--- src/rtl/pgrs_pkg.sv ---
package pgrs_pkg;

    localparam int SAMPLE_W       = 16;
    localparam int GAIN_W         = 16;
    localparam int ACC_W          = 32;
    localparam int PROD_W         = SAMPLE_W + ACC_W;
    localparam int GAIN_FRAC_BITS = 12;
    localparam int ACC_FRAC_BITS  = GAIN_FRAC_BITS + 16;
    localparam int DIV_BITS       = 32;
    localparam int DIVISOR_W      = 16;

    localparam logic [1:0] MODE_CONST = 2'd0;
    localparam logic [1:0] MODE_RAMP  = 2'd1;
    localparam logic [1:0] MODE_MONO  = 2'd2;

    localparam logic [2:0] CFG_GAIN_MODE        = 3'd0;
    localparam logic [2:0] CFG_START_GAIN_LEFT  = 3'd1;
    localparam logic [2:0] CFG_START_GAIN_RIGHT = 3'd2;
    localparam logic [2:0] CFG_END_GAIN_LEFT    = 3'd3;
    localparam logic [2:0] CFG_END_GAIN_RIGHT   = 3'd4;
    localparam logic [2:0] CFG_FRAME_COUNT      = 3'd5;
    localparam logic [2:0] CFG_CHANNEL_COUNT    = 3'd6;

    typedef struct packed {
        logic                  start;
        logic                  neg;
        logic [DIV_BITS-1:0]   num_mag;
        logic [DIVISOR_W-1:0]  divisor;
    } t_div_req;

endpackage

--- src/rtl/pcm_gain_ramp_saturate.sv ---
// channel | direction | word
// s_axis  | in        | tdata[15:0] sample_in
// m_axis  | out       | tdata[15:0] sample_out, tuser clipped, tlast buffer_end
// cfg     | in        | we, addr[2:0] register index, wdata[15:0]
//
// An item outside a buffer start is accepted with its multiply, then saturated and written back.
// The first sample of every buffer latches the ramp in any mode and is multiplied
// after the latch: directly when frame_count is 0 or 1, or, when it is 2 or more,
// once the shared 32-step divider has computed the left and then the right step.
// A new word is accepted while the last result waits in the output register;
// write back waits until that register is free. Reset is synchronous.
module pcm_gain_ramp_saturate #(
    parameter int MAX_CHANNELS = 8
) (
    input  logic                               i_clk,
    input  logic                               i_rst_n,
    input  logic                               i_s_axis_tvalid,
    output logic                               o_s_axis_tready,
    input  logic [pgrs_pkg::SAMPLE_W-1:0]      i_s_axis_tdata,   // [15:0] sample_in
    output logic                               o_m_axis_tvalid,
    input  logic                               i_m_axis_tready,
    output logic [pgrs_pkg::SAMPLE_W-1:0]      o_m_axis_tdata,   // [15:0] sample_out
    output logic                               o_m_axis_tuser,   // [0] clipped
    output logic                               o_m_axis_tlast,
    input  logic                               i_cfg_we,
    input  logic [2:0]                         i_cfg_addr,
    input  logic [pgrs_pkg::GAIN_W-1:0]        i_cfg_wdata
);
    import pgrs_pkg::*;

    localparam int CPW = (MAX_CHANNELS > 1) ? $clog2(MAX_CHANNELS) : 1;
    localparam logic [4:0] MAXC = 5'(MAX_CHANNELS);
    localparam logic signed [ACC_W-1:0] GAIN_ONE = ACC_W'(1) <<< GAIN_FRAC_BITS;

    typedef enum logic [4:0] {
        S_IDLE = 5'b00001,
        S_DIVL = 5'b00010,
        S_DIVR = 5'b00100,
        S_MUL  = 5'b01000,
        S_WB   = 5'b10000
    } t_state;

    t_state r_state;

    logic [1:0]                r_gain_mode;
    logic signed [GAIN_W-1:0]  r_sgl, r_sgr, r_egl, r_egr;
    logic [15:0]               r_frame_count;
    logic [3:0]                r_channel_count;

    logic [CPW-1:0]            r_channel_pos;
    logic [15:0]               r_frame_pos;
    logic signed [ACC_W-1:0]   r_left_acc, r_right_acc, r_left_step, r_right_step;
    logic [SAMPLE_W-1:0]       r_sample;

    logic                      r_out_valid;
    logic [SAMPLE_W-1:0]       r_out_data;
    logic                      r_out_clip;
    logic                      r_out_last;

    logic [4:0]                ch_eff;
    logic [CPW-1:0]            ch_last;
    logic                      pos_end, fc_nz, last, stereo_ok, pos_lt2, latch_need;
    logic                      accept, wb_fire, scale_load, long_shift;
    logic signed [ACC_W-1:0]   gain;
    logic signed [SAMPLE_W-1:0] mul_sample;
    logic signed [SAMPLE_W-1:0] scale_res;
    logic                      scale_clip;
    logic signed [GAIN_W:0]    diff_l, diff_r, diff;
    logic [GAIN_W:0]           abs_diff;
    t_div_req                  div_req;
    logic                      div_done;
    logic signed [ACC_W-1:0]   div_quot;
    logic signed [ACC_W:0]     sum_l, sum_r;
    logic signed [ACC_W-1:0]   acc_l_n, acc_r_n;

    always_comb begin
        if (r_channel_count == 4'd0)
            ch_eff = 5'd1;
        else if ({1'b0, r_channel_count} > MAXC)
            ch_eff = MAXC;
        else
            ch_eff = {1'b0, r_channel_count};
        ch_last    = CPW'(ch_eff - 5'd1);
        pos_end    = r_channel_pos >= ch_last;
        fc_nz      = r_frame_count != 16'd0;
        last       = fc_nz && pos_end && (r_frame_pos >= r_frame_count - 16'd1);
        stereo_ok  = (ch_eff >= 5'd2) && fc_nz;
        pos_lt2    = {1'b0, r_channel_pos} < (CPW+1)'(2);
        latch_need = (r_channel_pos == '0) && (r_frame_pos == 16'd0);
    end

    always_comb begin
        gain       = GAIN_ONE;
        long_shift = 1'b0;
        if (r_gain_mode == MODE_CONST && stereo_ok && pos_lt2) begin
            gain = (r_channel_pos == '0) ? ACC_W'(r_sgl) : ACC_W'(r_sgr);
        end else if (r_gain_mode == MODE_RAMP && stereo_ok && pos_lt2) begin
            gain       = (r_channel_pos == '0) ? r_left_acc : r_right_acc;
            long_shift = 1'b1;
        end else if (r_gain_mode == MODE_MONO) begin
            gain = ACC_W'(r_sgl);
        end
    end

    assign o_s_axis_tready = (r_state == S_IDLE);
    assign accept     = i_s_axis_tvalid && o_s_axis_tready;
    assign wb_fire    = (r_state == S_WB) && (!r_out_valid || i_m_axis_tready);
    assign scale_load = (accept && !latch_need) || (r_state == S_MUL);
    assign mul_sample = (r_state == S_IDLE) ? i_s_axis_tdata : r_sample;

    pgrs_scale u_scale (
        .i_clk       (i_clk),
        .i_load      (scale_load),
        .i_long_shift(long_shift),
        .i_sample    (mul_sample),
        .i_gain      (gain),
        .o_result    (scale_res),
        .o_clip      (scale_clip)
    );

    always_comb begin
        diff_l   = {r_egl[GAIN_W-1], r_egl} - {r_sgl[GAIN_W-1], r_sgl};
        diff_r   = {r_egr[GAIN_W-1], r_egr} - {r_sgr[GAIN_W-1], r_sgr};
        diff     = (r_state == S_DIVL) ? diff_r : diff_l;
        abs_diff = diff[GAIN_W] ? (GAIN_W+1)'(-diff) : diff;
        div_req.start   = (accept && latch_need && r_frame_count >= 16'd2)
                       || (r_state == S_DIVL && div_done);
        div_req.neg     = diff[GAIN_W];
        div_req.num_mag = {abs_diff[GAIN_W-1:0], 16'h0000};
        div_req.divisor = r_frame_count - 16'd1;
    end

    pgrs_div u_div (
        .i_clk  (i_clk),
        .i_rst_n(i_rst_n),
        .i_req  (div_req),
        .o_done (div_done),
        .o_quot (div_quot)
    );

    always_comb begin
        sum_l = {r_left_acc[ACC_W-1], r_left_acc} + {r_left_step[ACC_W-1], r_left_step};
        sum_r = {r_right_acc[ACC_W-1], r_right_acc}
              + {r_right_step[ACC_W-1], r_right_step};
        if (sum_l[ACC_W] != sum_l[ACC_W-1])
            acc_l_n = sum_l[ACC_W] ? {1'b1, {(ACC_W-1){1'b0}}} : {1'b0, {(ACC_W-1){1'b1}}};
        else
            acc_l_n = sum_l[ACC_W-1:0];
        if (sum_r[ACC_W] != sum_r[ACC_W-1])
            acc_r_n = sum_r[ACC_W] ? {1'b1, {(ACC_W-1){1'b0}}} : {1'b0, {(ACC_W-1){1'b1}}};
        else
            acc_r_n = sum_r[ACC_W-1:0];
    end

    always_ff @(posedge i_clk) begin
        if (!i_rst_n) begin
            r_gain_mode     <= MODE_CONST;
            r_sgl           <= 16'sd4096;
            r_sgr           <= 16'sd4096;
            r_egl           <= 16'sd4096;
            r_egr           <= 16'sd4096;
            r_frame_count   <= 16'd0;
            r_channel_count <= 4'd2;
        end else if (i_cfg_we) begin
            unique case (i_cfg_addr)
                CFG_GAIN_MODE:        r_gain_mode     <= i_cfg_wdata[1:0];
                CFG_START_GAIN_LEFT:  r_sgl           <= i_cfg_wdata;
                CFG_START_GAIN_RIGHT: r_sgr           <= i_cfg_wdata;
                CFG_END_GAIN_LEFT:    r_egl           <= i_cfg_wdata;
                CFG_END_GAIN_RIGHT:   r_egr           <= i_cfg_wdata;
                CFG_FRAME_COUNT:      r_frame_count   <= i_cfg_wdata;
                CFG_CHANNEL_COUNT:    r_channel_count <= i_cfg_wdata[3:0];
                default: ;
            endcase
        end
    end

    always_ff @(posedge i_clk) begin
        if (!i_rst_n) begin
            r_state       <= S_IDLE;
            r_channel_pos <= '0;
            r_frame_pos   <= 16'd0;
            r_left_acc    <= '0;
            r_right_acc   <= '0;
            r_left_step   <= '0;
            r_right_step  <= '0;
            r_out_valid   <= 1'b0;
        end else begin
            if (wb_fire)
                r_out_valid <= 1'b1;
            else if (i_m_axis_tready)
                r_out_valid <= 1'b0;

            unique case (r_state)
                S_IDLE: begin
                    if (accept) begin
                        if (!latch_need) begin
                            r_state <= S_WB;
                        end else if (r_frame_count == 16'd1) begin
                            r_left_acc   <= {r_egl, 16'h0000};
                            r_right_acc  <= {r_egr, 16'h0000};
                            r_left_step  <= '0;
                            r_right_step <= '0;
                            r_state      <= S_MUL;
                        end else begin
                            r_left_acc  <= {r_sgl, 16'h0000};
                            r_right_acc <= {r_sgr, 16'h0000};
                            if (!fc_nz) begin
                                r_left_step  <= '0;
                                r_right_step <= '0;
                                r_state      <= S_MUL;
                            end else begin
                                r_state <= S_DIVL;
                            end
                        end
                    end
                end
                S_DIVL: begin
                    if (div_done) begin
                        r_left_step <= div_quot;
                        r_state     <= S_DIVR;
                    end
                end
                S_DIVR: begin
                    if (div_done) begin
                        r_right_step <= div_quot;
                        r_state      <= S_MUL;
                    end
                end
                S_MUL: begin
                    r_state <= S_WB;
                end
                S_WB: begin
                    if (wb_fire) begin
                        r_state <= S_IDLE;
                        if (pos_end) begin
                            r_channel_pos <= '0;
                            r_left_acc    <= acc_l_n;
                            r_right_acc   <= acc_r_n;
                            r_frame_pos   <= last ? 16'd0 : r_frame_pos + 16'd1;
                        end else begin
                            r_channel_pos <= r_channel_pos + 1'b1;
                        end
                    end
                end
                default: r_state <= S_IDLE;
            endcase
        end
    end

    always_ff @(posedge i_clk) begin
        if (accept)
            r_sample <= i_s_axis_tdata;
        if (wb_fire) begin
            r_out_data <= scale_res;
            r_out_clip <= scale_clip;
            r_out_last <= last;
        end
    end

    assign o_m_axis_tvalid = r_out_valid;
    assign o_m_axis_tdata  = r_out_data;
    assign o_m_axis_tuser  = r_out_clip;
    assign o_m_axis_tlast  = r_out_last;

    a_fast_path: assert property (@(posedge i_clk) disable iff (!i_rst_n)
        (accept && !latch_need) |=> (r_state == S_WB))
        else $error("word outside a buffer start did not go to write back");
    a_mul_to_wb: assert property (@(posedge i_clk) disable iff (!i_rst_n)
        (r_state == S_MUL) |=> (r_state == S_WB))
        else $error("multiply not followed by write back");
    a_pos_range: assert property (@(posedge i_clk) disable iff (!i_rst_n)
        r_channel_pos <= CPW'(MAX_CHANNELS - 1))
        else $error("channel position out of range");

endmodule

--- src/rtl/pgrs_div.sv ---
module pgrs_div (
    input  logic                                 i_clk,
    input  logic                                 i_rst_n,
    input  pgrs_pkg::t_div_req                   i_req,
    output logic                                 o_done,
    output logic signed [pgrs_pkg::ACC_W-1:0]    o_quot
);
    import pgrs_pkg::*;

    localparam int CNT_W = $clog2(DIV_BITS);
    localparam logic [CNT_W-1:0] CNT_LAST = CNT_W'(DIV_BITS - 1);

    logic                  r_busy;
    logic                  r_done;
    logic [CNT_W-1:0]      r_cnt;
    logic                  r_neg;
    logic [DIVISOR_W-1:0]  r_div;
    logic [DIVISOR_W-1:0]  r_rem;
    logic [DIV_BITS-1:0]   r_num;
    logic [DIV_BITS-1:0]   r_q;

    logic [DIVISOR_W:0]    rem_sh;
    logic [DIVISOR_W:0]    trial;
    logic                  q_bit;

    always_comb begin
        rem_sh = {r_rem, r_num[DIV_BITS-1]};
        trial  = rem_sh - {1'b0, r_div};
        q_bit  = !trial[DIVISOR_W];
    end

    always_ff @(posedge i_clk) begin
        if (!i_rst_n) begin
            r_busy <= 1'b0;
            r_done <= 1'b0;
            r_cnt  <= '0;
        end else if (i_req.start) begin
            r_busy <= 1'b1;
            r_done <= 1'b0;
            r_cnt  <= '0;
        end else if (r_busy) begin
            r_cnt <= r_cnt + 1'b1;
            if (r_cnt == CNT_LAST) begin
                r_busy <= 1'b0;
                r_done <= 1'b1;
            end
        end
    end

    always_ff @(posedge i_clk) begin
        if (i_req.start) begin
            r_neg <= i_req.neg;
            r_div <= i_req.divisor;
            r_num <= i_req.num_mag;
            r_rem <= '0;
            r_q   <= '0;
        end else if (r_busy) begin
            r_num <= {r_num[DIV_BITS-2:0], 1'b0};
            r_rem <= q_bit ? trial[DIVISOR_W-1:0] : rem_sh[DIVISOR_W-1:0];
            r_q   <= {r_q[DIV_BITS-2:0], q_bit};
        end
    end

    // saturate the quotient magnitude to the signed range
    always_comb begin
        if (r_neg) begin
            if (r_q > {1'b1, {(DIV_BITS-1){1'b0}}})
                o_quot = {1'b1, {(ACC_W-1){1'b0}}};
            else
                o_quot = ACC_W'(-r_q);
        end else begin
            if (r_q[DIV_BITS-1])
                o_quot = {1'b0, {(ACC_W-1){1'b1}}};
            else
                o_quot = ACC_W'(r_q);
        end
    end

    assign o_done = r_done;

    a_start_idle: assert property (@(posedge i_clk) disable iff (!i_rst_n)
        i_req.start |-> !r_busy) else $error("divider started while busy");
    a_busy_ends: assert property (@(posedge i_clk) disable iff (!i_rst_n)
        (r_busy && !i_req.start) |=> (r_busy || r_done))
        else $error("divider dropped a result");

endmodule

--- src/rtl/pgrs_scale.sv ---
module pgrs_scale (
    input  logic                                   i_clk,
    input  logic                                   i_load,
    input  logic                                   i_long_shift,
    input  logic signed [pgrs_pkg::SAMPLE_W-1:0]   i_sample,
    input  logic signed [pgrs_pkg::ACC_W-1:0]      i_gain,
    output logic signed [pgrs_pkg::SAMPLE_W-1:0]   o_result,
    output logic                                   o_clip
);
    import pgrs_pkg::*;

    localparam logic signed [PROD_W-1:0] HI_S = 48'sd32767 <<< GAIN_FRAC_BITS;
    localparam logic signed [PROD_W-1:0] LO_S = -(48'sd32768 <<< GAIN_FRAC_BITS);
    localparam logic signed [PROD_W-1:0] HI_L = 48'sd32767 <<< ACC_FRAC_BITS;
    localparam logic signed [PROD_W-1:0] LO_L = -(48'sd32768 <<< ACC_FRAC_BITS);
    localparam logic [PROD_W-1:0] MASK_S = (48'd1 << GAIN_FRAC_BITS) - 48'd1;
    localparam logic [PROD_W-1:0] MASK_L = (48'd1 << ACC_FRAC_BITS) - 48'd1;

    logic signed [PROD_W-1:0] mul;
    logic signed [PROD_W-1:0] r_prod;
    logic                     r_long;
    logic signed [PROD_W-1:0] hi;
    logic signed [PROD_W-1:0] lo;
    logic signed [PROD_W-1:0] adj;
    logic signed [PROD_W-1:0] shifted;
    logic                     neg;

    assign mul = i_sample * i_gain;

    always_ff @(posedge i_clk) begin
        if (i_load) begin
            r_prod <= mul;
            r_long <= i_long_shift;
        end
    end

    always_comb begin
        neg     = r_prod[PROD_W-1];
        hi      = r_long ? HI_L : HI_S;
        lo      = r_long ? LO_L : LO_S;
        o_clip  = (r_prod > hi) || (r_prod < lo);
        adj     = r_prod + $signed(neg ? (r_long ? MASK_L : MASK_S) : '0);
        shifted = r_long ? (adj >>> ACC_FRAC_BITS) : (adj >>> GAIN_FRAC_BITS);
        if (o_clip)
            o_result = neg ? 16'sh8000 : 16'sh7FFF;
        else
            o_result = shifted[SAMPLE_W-1:0];
    end

endmodule

--- config.mk ---
export PLATFORM = sky130hd
export DESIGN_NAME = pcm_gain_ramp_saturate
export DESIGN_NICKNAME = d
export VERILOG_FILES = /design/src/rtl/pgrs_pkg.sv /design/src/rtl/pcm_gain_ramp_saturate.sv /design/src/rtl/pgrs_div.sv /design/src/rtl/pgrs_scale.sv
export SDC_FILE = /design/constraint.sdc
export NUM_CORES = 2
export LEC_CHECK = 0
export BUFFER_PORTS_ARGS = -buffer_cell sky130_fd_sc_hd__buf_2
export CORE_UTILIZATION = 50
export DETAILED_ROUTE_END_ITERATION = 16
export MAX_ROUTING_LAYER = met4
export PLACE_DENSITY_LB_ADDON = 0.12
export SLEW_MARGIN = 10
export SYNTH_ARGS = -nofsm -noshare
export SYNTH_HDL_FRONTEND = slang
export SYNTH_SLANG_ARGS = --single-unit
--- constraint.sdc ---
create_clock -name i_clk -period 10.45 [get_ports i_clk]
set_input_delay 2.09 -clock i_clk [delete_from_list [all_inputs] [get_ports i_clk]]
set_output_delay 2.09 -clock i_clk [all_outputs]
set_load 0.05 [all_outputs]
==> flow_results.org <==
** Setup path
- The critical path starts at r_frame_count[2].
- Critical path peak fanout :: 30
- Crit path arrival time :: 10070 ps
- In this run the register-to-register setup slack is about 740 ps.
- In this run the critical register-to-register path is launched from r_frame_count[2].
- Endpoint class of the critical path :: flop
- Worst stage delay on the critical path :: ~720 ps
- For this design, the slowest cell found on the critical path is sky130_fd_sc_hd__a21oi_1.
- Measured in cells, the most critical reg-to-reg path has a length of 29.
- Crit path launch type :: flop
- At the worst endpoint, the required time is 10810 ps.
- Most frequent CP cell :: sky130_fd_sc_hd__fa_1
- Crit Path Category :: reg -> reg
- The endpoint identified for the worst register-to-register timing path is u_scale.r_prod[45].

** Clocking
- Clock latency reported for the late side of the worst-skew pair :: a little under 700 ps
- No sink is reached through more buffers than the 3 on the longest clock path.
- Library cell used as clock root buffer :: sky130_fd_sc_hd__clkbuf_16
- Clk pin slew, worst setup/hold paths :: ~60 ps
- Clock Sink Count :: 410
- TritonCTS Buffers :: 51
- H-Tree Depth :: 2
- Count of instances resized after the clock tree is built :: 0
- Hold buffer count at cts :: 0
- TritonCTS built the clock tree.
- Once the clock tree was built, the setup fixing pass inserted 0 buffers.

** Power
- IR analysis of the VDD net gives a maximum drop of around 0.00017 V.
- Fraction of power consumed by combinational cells :: a little over half
- Of the total power, the share spent switching nets is roughly 45%.
- The clock network burns between 20% and 30% of the power.
- Total leakage power :: 21.45 nW
- Cell Pwr Density :: between 150 and 200 nW/um2
- Proportion of power drawn by flip-flops and latches :: 23.0%
- Internal power :: between 4 and 5 mW
- For this design the total switching power over the nets is 3.802 mW.

** Finish
- Final net count :: 6077
- Area added between synthesis and finish :: 7.540%
- Finished Cell Area :: 47860 um2
- Share of layout cells above drive strength 1 :: 6.108%
- Counting the fill cells in the layout gives 8421.
- Non-filler cells in the finished layout :: 6422

** Yosys
- Most used flip-flop cell after synthesis :: sky130_fd_sc_hd__dfxtp_1
- Number of cells produced by synthesis :: 5234
- Most frequently used cell type in the post-synthesis netlist :: sky130_fd_sc_hd__nand2_1
- The synthesized design devotes to its leading area cell type 22.08% of total area.
- Cell type with the highest aggregate area in the netlist :: sky130_fd_sc_hd__fa_1
- Counting flops and latches in the post-synthesis netlist gives between 400 and 500.
- In this run, distinct cell masters in the synthesized netlist total around 110.
- Async SR Flop Fraction :: 0%
- Cell area after synthesis :: 44510 um2
- Top cells by area, synth :: sky130_fd_sc_hd__fa_1, sky130_fd_sc_hd__dfxtp_1, sky130_fd_sc_hd__ha_1, sky130_fd_sc_hd__edfxtp_1, sky130_fd_sc_hd__nand2_1
- When the netlist entered floorplanning its net count stood at between 6k and 7k.
- Averaged over all synthesized cells, the footprint is 8.504 um2.
- Syn. warnings :: 0
- After synthesis, flip-flops and latches occupy 21.05% of the total area.
- Counting flops with a built-in enable in the synthesized netlist gives 116.
- The commonest cells after synthesis are sky130_fd_sc_hd__nand2_1, sky130_fd_sc_hd__inv_1, sky130_fd_sc_hd__nor2_1.

** GRT
- Global-route wire length before repair :: ~210000 um
- The number of antenna violations at the first check in global routing came to 4.
- The number of global-route vias before repair came to 36.21k.
- Entering global routing, the biggest net connects 88 pins.
- Overflow left after global routing :: 0
- Total track usage :: about 30%

** Timing
- Final setup violating endpoints :: 0
- On the final layout, the worst clock skew is 54.72 ps.
- For the finished layout, the period the worst path requires is 9707 ps.
- Setup repair after global routing left no endpoint under its margin.
- Worst relative slew slack :: 17.73%
- Hold is met by roughly 470 ps.
- Actual slew at the worst max-slew pin :: around 1200 ps
- Fin crit share :: 92.89%
- The number of pins exceeding their max-slew limit in the final report came to 0.
- Sum Neg Setup Slack :: 0 ps
- Final hold violation count :: 0
- Peak clock frequency supported by timing :: 103.0 MHz

** Drt
- TritonRoute pass-1 iters :: 5
- After detailed routing, the number of remaining DRC violations is 0.
- Once detail routing completed, the nets flagged for antenna violations numbered 0.
- Total met3 wirelength after detailed routing :: around 7900 um
- Dividing the detail-routed wire length by the instance count gives 20.47 um.
- Aggregate routed wire length :: 131500 um
- The routed layout has between 30k and 40k vias.
- Routed wl met2 :: 61520 um
- In the final routing, the length of wire on met1 measures 56440 um.
- Highest metal layer used by the detailed router :: met4
- Post-DR vias/cell :: between 5 and 6
- After the first detailed-routing iteration, the DRC count stood at 2676.

** Placement
- Detailed placement finished with a half-perimeter wire length of 104600 um.
- Routability congestion estimate from global placement :: 0.9578
- Port bufs :: 59
- Summing all placed instances gives a cell area of 46100 um2.
- The number of placed instances, taps included, is approximately 6.3k.

** Floorplanning
- Top Ports :: 60
- For this configuration, the core starts out at a cell density of 50.44%.
- From left edge to right edge, the die measures 300.4 um.
- The floorplan step defined a die boundary enclosing around 90000 um2.
- The total area inside the core boundary comes to 88240 um2.
- From bottom edge to top edge, the die measures 300.4 um.
- The floorplan has 109 rows.

** Run status
- Outcome :: completed

** Hold path
- Worst min-delay path category :: reg -> reg
- Hold path endpoint :: r_egl[0]
- The startpoint identified for the worst hold timing path is r_egl[0].
- Depth of the worst hold-timing path :: 2

** Run
- Max-cap violations :: 0
==> through the flow <==
| stage | worst slack (ps) | util, % | power [mW] |
|---|---|---|---|
| final | 743.3 | 54.24 | 8.414 |
| after global routing | 133.6 | 54.24 | 9.048 |
| after CTS | 798.7 | 54.24 | 8.462 |
| after detailed placement | 645.3 | 52.24 | 6.579 |
| after global placement | 796.3 | 52.24 | 6.529 |
| after floorplan | 1818 | - | 5.276 |
==> worst max-delay path: cells and delay by family, from the launching register on <==
family / cells / cell delay (ps)
adders and majority gates: 7 / 3480
AOI/OAI and AO/OA: 10 / 3020
and+or+nand+nor: 7 / 1960
buffers and inverters: 4 / 390
DFF: 1 / 360
xor gates and xnor gates: 1 / 160
==> layout by cell type, fill, tap and decap left out, types with 63 or more instances in the layout <==
cell type,n
sky130_fd_sc_hd__a21boi_0,87
sky130_fd_sc_hd__a21o_1,79
sky130_fd_sc_hd__a21oi_1,242
sky130_fd_sc_hd__a22oi_1,63
sky130_fd_sc_hd__buf_4,77
sky130_fd_sc_hd__dfxtp_1,293
sky130_fd_sc_hd__edfxtp_1,116
sky130_fd_sc_hd__fa_1,491
sky130_fd_sc_hd__ha_1,331
sky130_fd_sc_hd__inv_1,704
sky130_fd_sc_hd__mux2i_1,99
sky130_fd_sc_hd__nand2_1,707
sky130_fd_sc_hd__nand3_1,67
sky130_fd_sc_hd__nor2_1,529
sky130_fd_sc_hd__nor2b_1,97
sky130_fd_sc_hd__o21ai_0,272
sky130_fd_sc_hd__xnor2_1,137
sky130_fd_sc_hd__xor2_1,63
==> registers in the layout, indices dropped and copies added, names as in the netlist, 5 cells and up <==
name / flops
r_state: 5
r_frame_pos: 16
r_sample: 16
r_right_acc: 32
o_m_axis_tdata: 16
r_sgl: 16
u_div.r_div: 16
r_right_step: 32
u_scale.r_prod: 48
u_div.r_q: 32
r_sgr: 16
u_div.r_rem: 16
r_left_step: 32
r_egl: 16
u_div.r_cnt: 5
u_div.r_num: 16
r_frame_count: 16
r_egr: 16
r_left_acc: 32
==> final cells by class <==
cell class	count	area [um2]	area share, %
multi-input combinational	3910	31740	66.32
tap	1165	1458	3.045
clock inverter	21	252.7	0.5280
timing repair buffer	135	868.3	1.814
inverter	707	2654	5.545
sequential	410	9373	19.58
clock buffer	72	1509	3.153
antenna	2	5.005	0.01046
==> power by group through the flow <==
stage / Sequential, mW / Clock, mW / Combinational (mW)
2_1_floorplan: 1.94 / 0 / 3.34
3_3_place_gp: 1.97 / 0 / 4.56
3_5_place_dp: 1.97 / 0 / 4.61
4_1_cts: 1.94 / 1.89 / 4.63
5_1_grt: 1.95 / 1.95 / 5.14
6_report: 1.94 / 1.85 / 4.62
==> routing by layer <==
| metal | GRT usage (%) | up-vias |
|---|---|---|
| met2 | 49.34 | 1134 |
| met1 | 38.62 | 17840 |
| met5 | - | - |
| li1 | - | 17300 |
| met3 | 3.692 | 245 |
| met4 | 11.82 | 0 |
==> kinds of logic after synthesis <==
kind of cell | Yosys count | share of synthesized area, %
compound gates | 1055 | 15.40
flops | 410 | 21.05
buf+inv | 914 | 7.843
mux | 128 | 3.320
simple gates | 1704 | 17.03
xor+xnor | 201 | 3.972
fa+ha+maj | 822 | 31.39
==> worst max-delay path by stage <==
stage | slack (ps) | depth (start not counted) | endpoint
final | 740 | 29 | u_scale.r_prod[45]
after global routing | 130 | 29 | u_scale.r_prod[47]
after CTS | 800 | 29 | u_scale.r_prod[45]
after detailed placement | 650 | 25 | u_scale.r_prod[45]
after global placement | 800 | 25 | u_scale.r_prod[45]
after floorplan | 1820 | 22 | u_scale.r_prod[45]
Note: power is estimated with default switching activity, not from simulation.
